===== config.mk =====
export PLATFORM = sky130hd
export DESIGN_NAME = dtmf_selcall_matcher
export DESIGN_NICKNAME = d
export VERILOG_FILES = /design/src/sv/dsm_pkg.sv /design/src/sv/dtmf_selcall_matcher.sv /design/src/sv/dsm_cfg_regs.sv /design/src/sv/dsm_cell.sv
export SDC_FILE = /design/constraint.sdc
export NUM_CORES = 1
export LEC_CHECK = 0
export ABC_AREA = 1
export CAP_MARGIN = 25
export CORE_MARGIN = 2
export CORE_UTILIZATION = 37
export CTS_BUF_LIST = sky130_fd_sc_hd__clkbuf_8
export DETAILED_ROUTE_END_ITERATION = 10
export DONT_BUFFER_PORTS = 1
export PLACE_DENSITY_LB_ADDON = 0.05
export SLEW_MARGIN = 5
export SYNTH_ARGS = -nofsm -noshare
export SYNTH_HDL_FRONTEND = slang
export SYNTH_HIERARCHICAL = 1
export SYNTH_SLANG_ARGS = --single-unit
export TNS_END_PERCENT = 1

===== constraint.sdc =====
create_clock -name clk -period 3.8 [get_ports clk]
set_clock_uncertainty 0.05 [all_clocks]
set_input_delay 0.19 -clock clk [delete_from_list [all_inputs] [get_ports clk]]
set_output_delay 0.19 -clock clk [all_outputs]
set_load 0.1 [all_outputs]

===== src/sv/dsm_pkg.sv =====
// Shared types, constants and helpers of the DTMF selective-call matcher.
// No dependencies; imported by every module of the block.
package dsm_pkg;

	localparam int WINDOW_DEPTH = 9;
	localparam int COUNT_MAX    = 15;
	localparam int COUNT_W      = $clog2(COUNT_MAX + 1);
	localparam int DIGIT_W      = 4;

	// Pattern spans, counted back from the newest digit
	localparam int CMD_SPAN   = 9;
	localparam int CALL_SPAN  = 7;
	localparam int CALL_TMPL  = 4;
	localparam int AB_SPAN    = 2;
	localparam int CMD_BASE   = WINDOW_DEPTH - CMD_SPAN;
	localparam int CALL_BASE  = WINDOW_DEPTH - CALL_SPAN;
	localparam int AB_BASE    = WINDOW_DEPTH - AB_SPAN;
	localparam int CALLER_POS = WINDOW_DEPTH - 3;

	localparam logic [DIGIT_W-1:0] DIGIT_A = 4'd10;
	localparam logic [DIGIT_W-1:0] DIGIT_B = 4'd11;

	// Item kinds
	localparam logic [1:0] KIND_DIGIT     = 2'd0;
	localparam logic [1:0] KIND_CLEAR     = 2'd1;
	localparam logic [1:0] KIND_SET_STATE = 2'd2;

	// Reply codes
	localparam logic [1:0] REPLY_NONE = 2'd0;
	localparam logic [1:0] REPLY_AB   = 2'd1;
	localparam logic [1:0] REPLY_ID   = 2'd2;
	localparam logic [1:0] REPLY_UP   = 2'd3;

	// Call states
	localparam logic [1:0] CALL_IDLE     = 2'd0;
	localparam logic [1:0] CALL_OUT      = 2'd1;
	localparam logic [1:0] CALL_RECEIVED = 2'd2;

	// Decode-response modes
	localparam logic [1:0] RESP_NONE  = 2'd0;
	localparam logic [1:0] RESP_RING  = 2'd1;
	localparam logic [1:0] RESP_REPLY = 2'd2;
	localparam logic [1:0] RESP_BOTH  = 2'd3;

	// Configuration register indexes
	localparam int CFG_IDX_W  = 3;
	localparam int CFG_DATA_W = 20;
	localparam logic [CFG_IDX_W-1:0] REG_OWN_ID      = 3'd0;
	localparam logic [CFG_IDX_W-1:0] REG_SEPARATOR   = 3'd1;
	localparam logic [CFG_IDX_W-1:0] REG_GROUP       = 3'd2;
	localparam logic [CFG_IDX_W-1:0] REG_KILL_CMD    = 3'd3;
	localparam logic [CFG_IDX_W-1:0] REG_REVIVE_CMD  = 3'd4;
	localparam logic [CFG_IDX_W-1:0] REG_PERMIT_KILL = 3'd5;
	localparam logic [CFG_IDX_W-1:0] REG_RESP_MODE   = 3'd6;

	typedef struct packed {
		logic [11:0] own_id;
		logic [3:0]  separator;
		logic [3:0]  group;
		logic [19:0] kill_cmd;
		logic [19:0] revive_cmd;
		logic        permit_kill;
		logic [1:0]  response_mode;
	} dsm_cfg_t;

	// Expected digits seen by one cell, one per pattern
	typedef struct packed {
		logic [3:0] kill;
		logic [3:0] revive;
		logic [3:0] call;
		logic [3:0] ab;
	} dsm_tmpl_t;

	// Per-cell compare outcome; ok means equal or wildcard
	typedef struct packed {
		logic kill_ok;
		logic revive_ok;
		logic call_ok;
		logic call_wild;
		logic ab_ok;
	} dsm_cmp_t;

	// Digit k of ID + separator + 5-digit code
	function automatic logic [3:0] dsm_cmd_digit(input int k, input logic [11:0] id,
			input logic [3:0] sep, input logic [19:0] code);
		logic [3:0] d;
		case (k)
			0: d = id[11:8];
			1: d = id[7:4];
			2: d = id[3:0];
			3: d = sep;
			4: d = code[19:16];
			5: d = code[15:12];
			6: d = code[11:8];
			7: d = code[7:4];
			8: d = code[3:0];
			default: d = '0;
		endcase
		return d;
	endfunction

endpackage


===== src/sv/dtmf_selcall_matcher.sv =====
// DTMF selective-call matcher, top level. The result is valid in the
// cycle after item accept. One item per cycle when not stalled; the
// window cells, count, kill flag and call state all update in the accept
// cycle. Result sits in an output register; a new item is taken whenever
// that register is empty or its result is taken in the same cycle.
// Reset: window, count, kill flag, call state and config go to defaults.
module dtmf_selcall_matcher import dsm_pkg::*; (
	input  logic                  clk,
	input  logic                  arst_n,
	input  logic                  item_valid,
	output logic                  item_stall,
	input  logic [1:0]            kind,
	input  logic [3:0]            digit,
	input  logic [1:0]            new_call_state,
	input  logic                  suppress,
	input  logic                  decode_enable,
	output logic                  result_valid,
	input  logic                  result_stall,
	output logic [1:0]            reply,
	output logic                  tx_success,
	output logic                  killed,
	output logic [1:0]            call_state,
	output logic                  ring_start,
	output logic                  group_hit,
	output logic [11:0]           caller_id,
	output logic [11:0]           callee_id,
	input  logic                  cfg_valid,
	output logic                  cfg_ready,
	input  logic [CFG_IDX_W-1:0]  cfg_index,
	input  logic [CFG_DATA_W-1:0] cfg_data
);

	dsm_cfg_t cfg;

	logic [DIGIT_W-1:0] win_q   [WINDOW_DEPTH];
	logic [DIGIT_W-1:0] win_nxt [WINDOW_DEPTH];
	dsm_cmp_t           cmp     [WINDOW_DEPTH];

	logic [WINDOW_DEPTH-1:0] kill_v, revive_v, call_v, wild_v, ab_v;
	logic kill_m, revive_m, call_m, ab_m;

	logic               accept, shift, clear;
	logic [COUNT_W-1:0] count_q, count_n, count_inc;
	logic               killed_flag_q, killed_n;
	logic [1:0]         call_status_q, call_n;

	logic [1:0]  reply_n;
	logic        tx_n, ring_n, ghit_n;
	logic [11:0] caller_n, callee_n;

	logic        result_valid_q;
	logic [1:0]  reply_q, call_state_q;
	logic        tx_success_q, killed_q, ring_start_q, group_hit_q;
	logic [11:0] caller_id_q, callee_id_q;

	dsm_cfg_regs u_regs (
		.clk       (clk),
		.arst_n    (arst_n),
		.cfg_valid (cfg_valid),
		.cfg_ready (cfg_ready),
		.cfg_index (cfg_index),
		.cfg_data  (cfg_data),
		.cfg       (cfg)
	);

	assign item_stall = result_valid_q && result_stall;
	assign accept     = item_valid && !item_stall;
	assign shift      = accept && (kind == KIND_DIGIT);
	assign clear      = accept && (kind == KIND_CLEAR);

	for (genvar i = 0; i < WINDOW_DEPTH; i++) begin : g_cell
		localparam int CMD_K  = i - CMD_BASE;
		localparam int CALL_K = i - CALL_BASE;
		localparam int AB_K   = i - AB_BASE;
		localparam bit CALL_IN = (CALL_K >= 0) && (CALL_K < CALL_TMPL);

		dsm_tmpl_t tmpl;

		assign tmpl.kill   = dsm_cmd_digit(CMD_K, cfg.own_id, cfg.separator, cfg.kill_cmd);
		assign tmpl.revive = dsm_cmd_digit(CMD_K, cfg.own_id, cfg.separator,
			cfg.revive_cmd);
		assign tmpl.call   = dsm_cmd_digit(CALL_K, cfg.own_id, cfg.separator, 20'd0);
		assign tmpl.ab     = (AB_K == 0) ? DIGIT_A : DIGIT_B;

		if (i == WINDOW_DEPTH - 1) begin : g_head
			assign win_nxt[i] = digit;
		end else begin : g_body
			assign win_nxt[i] = win_q[i+1];
		end

		dsm_cell u_cell (
			.clk    (clk),
			.arst_n (arst_n),
			.shift  (shift),
			.clear  (clear),
			.din    (win_nxt[i]),
			.group  (cfg.group),
			.tmpl   (tmpl),
			.dout   (win_q[i]),
			.cmp    (cmp[i])
		);

		// cells outside a pattern's span never veto it
		assign kill_v[i]   = (CMD_K >= 0) ? cmp[i].kill_ok : 1'b1;
		assign revive_v[i] = (CMD_K >= 0) ? cmp[i].revive_ok : 1'b1;
		assign call_v[i]   = CALL_IN ? cmp[i].call_ok : 1'b1;
		assign wild_v[i]   = CALL_IN ? cmp[i].call_wild : 1'b0;
		assign ab_v[i]     = (AB_K >= 0) ? cmp[i].ab_ok : 1'b1;
	end

	assign kill_m   = &kill_v;
	assign revive_m = &revive_v;
	assign call_m   = &call_v;
	assign ab_m     = &ab_v;

	assign count_inc = (count_q < COUNT_W'(COUNT_MAX)) ? count_q + 1'b1 : count_q;

	always_comb begin
		count_n  = count_q;
		killed_n = killed_flag_q;
		call_n   = call_status_q;
		reply_n  = REPLY_NONE;
		tx_n     = 1'b0;
		ring_n   = 1'b0;
		ghit_n   = 1'b0;
		caller_n = '0;
		callee_n = '0;
		case (kind)
			KIND_CLEAR: begin
				count_n = '0;
			end
			KIND_SET_STATE: begin
				if (new_call_state == CALL_IDLE || new_call_state == CALL_OUT
						|| new_call_state == CALL_RECEIVED) begin
					call_n = new_call_state;
				end
			end
			KIND_DIGIT: begin
				count_n = count_inc;
				if (suppress || (!decode_enable && !killed_flag_q)) begin
					// digit stored, no evaluation
				end else if (count_inc >= COUNT_W'(CMD_SPAN)) begin
					if (kill_m) begin
						if (cfg.permit_kill) begin
							killed_n = 1'b1;
							reply_n  = REPLY_AB;
						end else begin
							reply_n  = REPLY_UP;
						end
					end else if (revive_m) begin
						killed_n = 1'b0;
						reply_n  = REPLY_AB;
					end
					call_n = CALL_IDLE;
				end else if (count_inc >= COUNT_W'(AB_SPAN) && ab_m) begin
					tx_n = 1'b1;
				end else if (!killed_flag_q && call_status_q == CALL_IDLE
						&& count_inc >= COUNT_W'(CALL_SPAN) && call_m) begin
					call_n   = CALL_RECEIVED;
					callee_n = {win_nxt[CALL_BASE], win_nxt[CALL_BASE+1],
						win_nxt[CALL_BASE+2]};
					caller_n = {win_nxt[CALLER_POS], win_nxt[CALLER_POS+1],
						win_nxt[CALLER_POS+2]};
					case (cfg.response_mode)
						RESP_BOTH: begin
							ring_n  = 1'b1;
							reply_n = REPLY_ID;
						end
						RESP_REPLY: reply_n = REPLY_ID;
						RESP_RING:  ring_n  = 1'b1;
						default:    reply_n = REPLY_UP;
					endcase
					if (|wild_v) begin
						reply_n = REPLY_UP;
						ghit_n  = 1'b1;
					end
				end
			end
			default: ;
		endcase
	end

	always_ff @(posedge clk or negedge arst_n) begin
		if (!arst_n) begin
			count_q        <= '0;
			killed_flag_q  <= 1'b0;
			call_status_q  <= CALL_IDLE;
			result_valid_q <= 1'b0;
		end else begin
			if (accept) begin
				count_q        <= count_n;
				killed_flag_q  <= killed_n;
				call_status_q  <= call_n;
				result_valid_q <= 1'b1;
			end else if (!result_stall) begin
				result_valid_q <= 1'b0;
			end
		end
	end

	always_ff @(posedge clk) begin
		if (accept) begin
			reply_q      <= reply_n;
			tx_success_q <= tx_n;
			killed_q     <= killed_n;
			call_state_q <= call_n;
			ring_start_q <= ring_n;
			group_hit_q  <= ghit_n;
			caller_id_q  <= caller_n;
			callee_id_q  <= callee_n;
		end
	end

	assign result_valid = result_valid_q;
	assign reply        = reply_q;
	assign tx_success   = tx_success_q;
	assign killed       = killed_q;
	assign call_state   = call_state_q;
	assign ring_start   = ring_start_q;
	assign group_hit    = group_hit_q;
	assign caller_id    = caller_id_q;
	assign callee_id    = callee_id_q;

endmodule


===== src/sv/dsm_cfg_regs.sv =====
// Configuration register file of the selective-call matcher.
// Depends on dsm_pkg for register indexes and the config struct.
module dsm_cfg_regs import dsm_pkg::*; (
	input  logic                  clk,
	input  logic                  arst_n,
	input  logic                  cfg_valid,
	output logic                  cfg_ready,
	input  logic [CFG_IDX_W-1:0]  cfg_index,
	input  logic [CFG_DATA_W-1:0] cfg_data,
	output dsm_cfg_t              cfg
);

	dsm_cfg_t cfg_q;

	assign cfg_ready = 1'b1;
	assign cfg       = cfg_q;

	always_ff @(posedge clk or negedge arst_n) begin
		if (!arst_n) begin
			cfg_q.own_id        <= 12'h123;
			cfg_q.separator     <= 4'd14;
			cfg_q.group         <= 4'd15;
			cfg_q.kill_cmd      <= '0;
			cfg_q.revive_cmd    <= '0;
			cfg_q.permit_kill   <= 1'b0;
			cfg_q.response_mode <= RESP_NONE;
		end else if (cfg_valid) begin
			case (cfg_index)
				REG_OWN_ID:      cfg_q.own_id        <= cfg_data[11:0];
				REG_SEPARATOR:   cfg_q.separator     <= cfg_data[3:0];
				REG_GROUP:       cfg_q.group         <= cfg_data[3:0];
				REG_KILL_CMD:    cfg_q.kill_cmd      <= cfg_data[19:0];
				REG_REVIVE_CMD:  cfg_q.revive_cmd    <= cfg_data[19:0];
				REG_PERMIT_KILL: cfg_q.permit_kill   <= cfg_data[0];
				REG_RESP_MODE:   cfg_q.response_mode <= cfg_data[1:0];
				default: ;
			endcase
		end
	end

endmodule


===== src/sv/dsm_cell.sv =====
// One window cell: holds a digit, passes it to the older neighbor on shift,
// and compares the digit it is about to take against its expected digits.
// Depends on dsm_pkg.
module dsm_cell import dsm_pkg::*; (
	input  logic               clk,
	input  logic               arst_n,
	input  logic               shift,
	input  logic               clear,
	input  logic [DIGIT_W-1:0] din,
	input  logic [DIGIT_W-1:0] group,
	input  dsm_tmpl_t          tmpl,
	output logic [DIGIT_W-1:0] dout,
	output dsm_cmp_t           cmp
);

	logic [DIGIT_W-1:0] digit_q;
	logic               wild;
	logic               call_eq;

	assign dout    = digit_q;
	assign wild    = (din == group);
	assign call_eq = (din == tmpl.call);

	always_comb begin
		cmp.kill_ok   = (din == tmpl.kill) || wild;
		cmp.revive_ok = (din == tmpl.revive) || wild;
		cmp.call_ok   = call_eq || wild;
		cmp.call_wild = !call_eq && wild;
		cmp.ab_ok     = (din == tmpl.ab) || wild;
	end

	always_ff @(posedge clk or negedge arst_n) begin
		if (!arst_n) begin
			digit_q <= '0;
		end else if (clear) begin
			digit_q <= '0;
		end else if (shift) begin
			digit_q <= din;
		end
	end

endmodule


# Word-level counts from Yosys, hierarchy flattened
# Cells that the tools add are included.
# totals
elab_cells	187
out_inout_bits	35
input_bits	38
reg_bits	135
# op_classes
n_reduce_logical	67
mux	43
addsub	1
magnitude_cmp	4
n_bitwise	2
n_eq_ne	43
# op_table
op	n
$eq A4 B4 Y1	27
$mux W4	17
$logic_or A1 B1 Y1	23
$mux W2	11
$reduce_and A2 Y1	9
$reduce_and A9 Y1	2
$logic_and A1 B1 Y1	13
$mux W1	12
$eq A3 B3 Y1 const B	3
$eq A2 B2 Y1 const B	4
$eq A4 B4 Y1 const B	2
$pmux W2 S2	2
$pmux W4 S2	1
$logic_not A1 Y1	7
$eq A2 B1 Y1 const B	3
$eq A3 B2 Y1 const B	2
$logic_not A2 Y1	3
$reduce_or A2 Y1	3
$reduce_or A5 Y1	1
$add A4 B1 Y4 const B	1
$ge A4 B2 Y1 const B	1
$ge A4 B3 Y1 const B	1
$ge A4 B4 Y1 const B	1
$lt A4 B4 Y1 const B	1
8 further kinds	10

# Logic depth before layout (Yosys ltp)
# logic_depth
ltp_word	10
depth_mapped	16
ltp_nobuf	15

# Cells and area by module
# Netlist, hierarchy kept.
# by_module_without_submodules
mod	cells_per_inst	seq_area_each_um2	area_each_um2	instances
dsm_cell	89	100.1	509.2	9
dsm_cfg_regs	291	1590.3	2523.7	1
dtmf_selcall_matcher	212	1161.1	1993.2	1

# Least setup slack after synthesis
# No wires, ideal clock.
# synth_timing
path_type	register to register
from	register result_valid_q, in the netlist result_valid
to	register g_cell[0].u_cell/dout[0] (netlist name)
path_slack_ns	-1.124
path_stages_with_launch	8
arrival_ns	4.789
period_less_slack_ns	4.924
setup_time_ns	0.085
path_buffers	0
t_required_ns	3.665
path_cell_list	dfrtp_1 nand2_1 inv_1 nor2_1 inv_1 nor3_1 nand2_1 o22ai_1
# synth_lines
element	line_no	source
start: declaration	dtmf_selcall_matcher.sv:51	logic result_valid_q;
start signal: assignment	dtmf_selcall_matcher.sv:188	result_valid_q <= 1'b0;
start signal: assignment	dtmf_selcall_matcher.sv:194	result_valid_q <= 1'b1;
start signal: assignment	dtmf_selcall_matcher.sv:196	result_valid_q <= 1'b0;

# Final worst setup path
# layout_timing
from	register u_regs/cfg[44] (netlist name)
to	register callee_id_q[1], in the netlist callee_id[1] (data pin)
# layout_via
elab_chain_len	6
word_cells_on_any_way	18
classes_between	6 x eq/ne; 1 x bitwise; 11 x reduce/logical
# layout_rtl
element	line_no	source
$eq A4 B4 Y1	dsm_cell.sv:21	assign wild = (din == group);
$logic_or A1 B1 Y1	dsm_cell.sv:27	cmp.call_ok = call_eq || wild;
named net call_v[5]	dtmf_selcall_matcher.sv:39	logic [WINDOW_DEPTH-1:0] kill_v, revive_v, call_v, wild_v, ab_v;
$reduce_and A4 Y1	dtmf_selcall_matcher.sv:113	assign call_m = &call_v;
$logic_and A1 B1 Y1	dtmf_selcall_matcher.sv:158	&& count_inc >= COUNT_W'(CALL_SPAN) && call_m) begin
$not A1 Y1 (no source line)	n/a	
$reduce_or A5 Y1 (no source line)	n/a	
end signal: assignment	dtmf_selcall_matcher.sv:210	callee_id_q <= callee_n;
end: declaration	dtmf_selcall_matcher.sv:54	logic [11:0] caller_id_q, callee_id_q;
# The timed path passes the listed nets, and every way through them passes these cells.
# A chain may end at the register's enable or synchronous reset.

==> qor.txt <==
status - finished, final reports clean
Tmin final - 2.80 ns
syn avg cell area - 7.22 µm²
Setup TNS Final - 0 ns
YS warnings - 6
detailed-route DRC error count - 0
Peak supply drop - 0.210 mV
core area - 21800 µm²
Via density - 4.53
CP Launch Type - register
r2r setup slk - 1.00 ns
setup repair after global routing missed its margin - no
global-route usage over all layers - 0.205
Clk pwr share - 0.289
I/O pin total - 73
FP Rows - 54
die area - 23400 µm²
start point of the critical path - u_regs/cfg[44]$_DFFE_PN1P_
FMAX - 358 MHz
Crit path depth - 13
Initial Utilization - 0.376
Area growth syn-to-layout - 11.9%
crit path kind - reg2reg
CP Cell Sequence - inv_1 -> nand2_1 -> nand2_2 -> nor2_2 -> nand2_2 -> o21ai_1 -> nand3_1 -> nor4_1 -> and2_1 -> nand2_2 -> nor2_4 -> inv_2 -> nor2_1
DR iter-0 viols - 425
worst setup path endpoint - callee_id[1]$_SDFFCE_PP0P_
first-pass GRT wire length - 36.7 mm
Req. time, crit path - 4.05 ns
length of the first detailed-routing pass in iterations - 5
Worst path max stage delay - 0.86 ns
Slew headroom - 0.355
Crit Path Max Fanout - 26
IO Port Bufs - 0
Critical R2R Launch - u_regs/cfg[44]$_DFFE_PN1P_
post-DP HPWL - 15.9 mm
final period utilization - 0.736
FF-to-FF End - callee_id[1]$_SDFFCE_PP0P_
postcts setup bufs - 0
vias in the first global route - 6432
CTS tree - done
nets@finish - 1206
GRT overflow - 0
Pwr Total - 4.54 mW
wire length per cell - 15.6 µm
clock sink count - 135
Setup-failing EPs final - 0
Cell Area, Synth - 8210 µm²
n_diodes - 0
clk buf depth - 2
Crit path buffers/inverters - 2
Min-Delay Path Class - in2reg
RePlAce Congestion - 0.849
CTS clk-pin slew, worst paths - 0.08 ns
most frequent CP cell - nand2_2
max cap viols - 0
number of antenna violations at the first check in global routing - 0
post-cts gate resize count - 0
Pleak - 4.70 nW
clk_lat worst skew - 0.46 ns
Sw Ratio - 0.375
Logic pwr share - 0.249
layout cell share with drive strength beyond 1 - 0.143
final hold violation count - 0
chip height - 153 µm
clock root buffer - clkbuf_8
Crit. End Element - register
sw power - 1.70 mW
Vias - 6599
ANT nets after route - 0
Flop pwr share - 0.462
total CTS buffers - 17
synthesized instance count - 1137
Worst path slowest cell - dfstp_2
hold wc startpoint - kind[1]
pwr/cell area - 494 nW/µm²
R2R cell count - 13
Int Pwr - 2.84 mW
CTS H-tree depth - 4
largest net degree at the start of global routing - 104
die width - 153 µm
Critical Path AT - 3.05 ns
Slew Limit Fails - 0
family with the most delay on the worst path - simple AND/OR/NAND/NOR gates
Slew @ Worst Pin - 0.969 ns
Routed WL - 22.8 mm
-- stage by stage --
stage | cells | utilization | cell area, µm² | hold slack (ns) | setup WS (ns)
finish | 1457 | 0.421 | 9200 | 0.0542 | 1.00
floorplan | 1145 | - | 8250 | -0.156 | 0.0526
detailed placement | 1390 | 0.385 | 8400 | -0.151 | 0.988
CTS | 1457 | 0.421 | 9200 | 0.0350 | 0.966
global route | 1457 | 0.421 | 9200 | 0.0357 | 0.645
global placement | 1390 | 0.385 | 8400 | -0.153 | 1.12
-- per-layer routing --
metal | GRT usage | vias to the layer above | share of wire
met5 | 0 | - | 0
met4 | 0.0520 | 0 | 0.012
met3 | 0.0425 | 19 | 0.047
met2 | 0.316 | 111 | 0.46
met1 | 0.294 | 3006 | 0.49
li1 | - | 3463 | -
-- flip-flops by register name (all words and copies together) (netlist names) --
name / flops
count_q: 4
group_hit: 1
tx_success: 1
call_state: 2
callee_id: 12
reply: 2
u_regs/cfg: 63
result_valid: 1
killed: 1
g_cell.u_cell/dout: 32
killed_flag_q: 1
call_status_q: 2
caller_id: 12
ring_start: 1
-- cell usage in the layout, fill, tap and decap left out, types with 2 or more instances in the layout --
master	instances
xor2_1	60
buf_4	9
nor2_4	2
bufinv_16	4
conb_1	11
nor3_2	2
inv_1	151
nand3_1	48
nor2_2	35
or2_2	8
dlygate4sd3_1	35
ha_1	3
inv_2	37
nand2_2	29
nand4_1	6
clkinv_4	3
o21ai_0	9
dfstp_2	11
nor4_1	2
dfrtp_1	92
clkinv_2	2
edfxtp_1	32
o22ai_1	32
nor2_1	76
inv_4	2
nand2_4	2
a21oi_1	3
nor3_1	2
o21ai_1	4
clkbuf_8	17
xnor2_1	8
nand2_1	433
-- worst min path at each step --
stage | to | slack, ns | depth (start not counted)
6_report | reply[1]$_SDFFCE_PP0P_ | 0.05 | 3
5_1_grt | reply[1]$_SDFFCE_PP0P_ | 0.04 | 3
4_1_cts | call_state[1]$_DFFE_PP_ | 0.03 | 4
3_5_place_dp | u_regs/cfg[27]$_DFFE_PN0P_ | -0.15 | 0
3_3_place_gp | u_regs/cfg[28]$_DFFE_PN0P_ | -0.15 | 0
2_1_floorplan | call_status_q[0]$_DFFE_PN0P_ | -0.16 | 0
-- power by group through the flow --
stage | registers (mW) | clock network, mW | logic [mW]
after floorplan | 1.99 | 0 | 0.921
after global routing | 2.14 | 1.43 | 1.32
after CTS | 2.11 | 1.36 | 1.14
after global placement | 2.13 | 0 | 1.07
after detailed placement | 2.13 | 0 | 1.07
final | 2.10 | 1.31 | 1.13
-- worst register-to-register path, cell delays in order, from the launching register on --
cell	delay (ns)
dfstp_2	0.86
inv_1	0.08
nand2_1	0.08
nand2_2	0.06
nor2_2	0.10
nand2_2	0.08
o21ai_1	0.12
nand3_1	0.12
nor4_1	0.26
and2_1	0.22
nand2_2	0.07
nor2_4	0.09
inv_2	0.28
nor2_1	0.19
-- repair_timing --
action                                  4_1_cts  5_1_grt
hold endpoints to repair                    183        0
endpoints found under the setup margin        0        0
hold buffers                                 36        0
-- final cells by class --
cell class	instances	area [µm²]
Clock buffer	17	234
Clock inverter	14	184
Fill cell	2318	12600
Inverter	186	698
Multi-Input combinational cell	780	3730
Sequential cell	135	3550
Tap cell	280	350
Timing Repair Buffer	45	445
(Power assumes the default switching activity.)
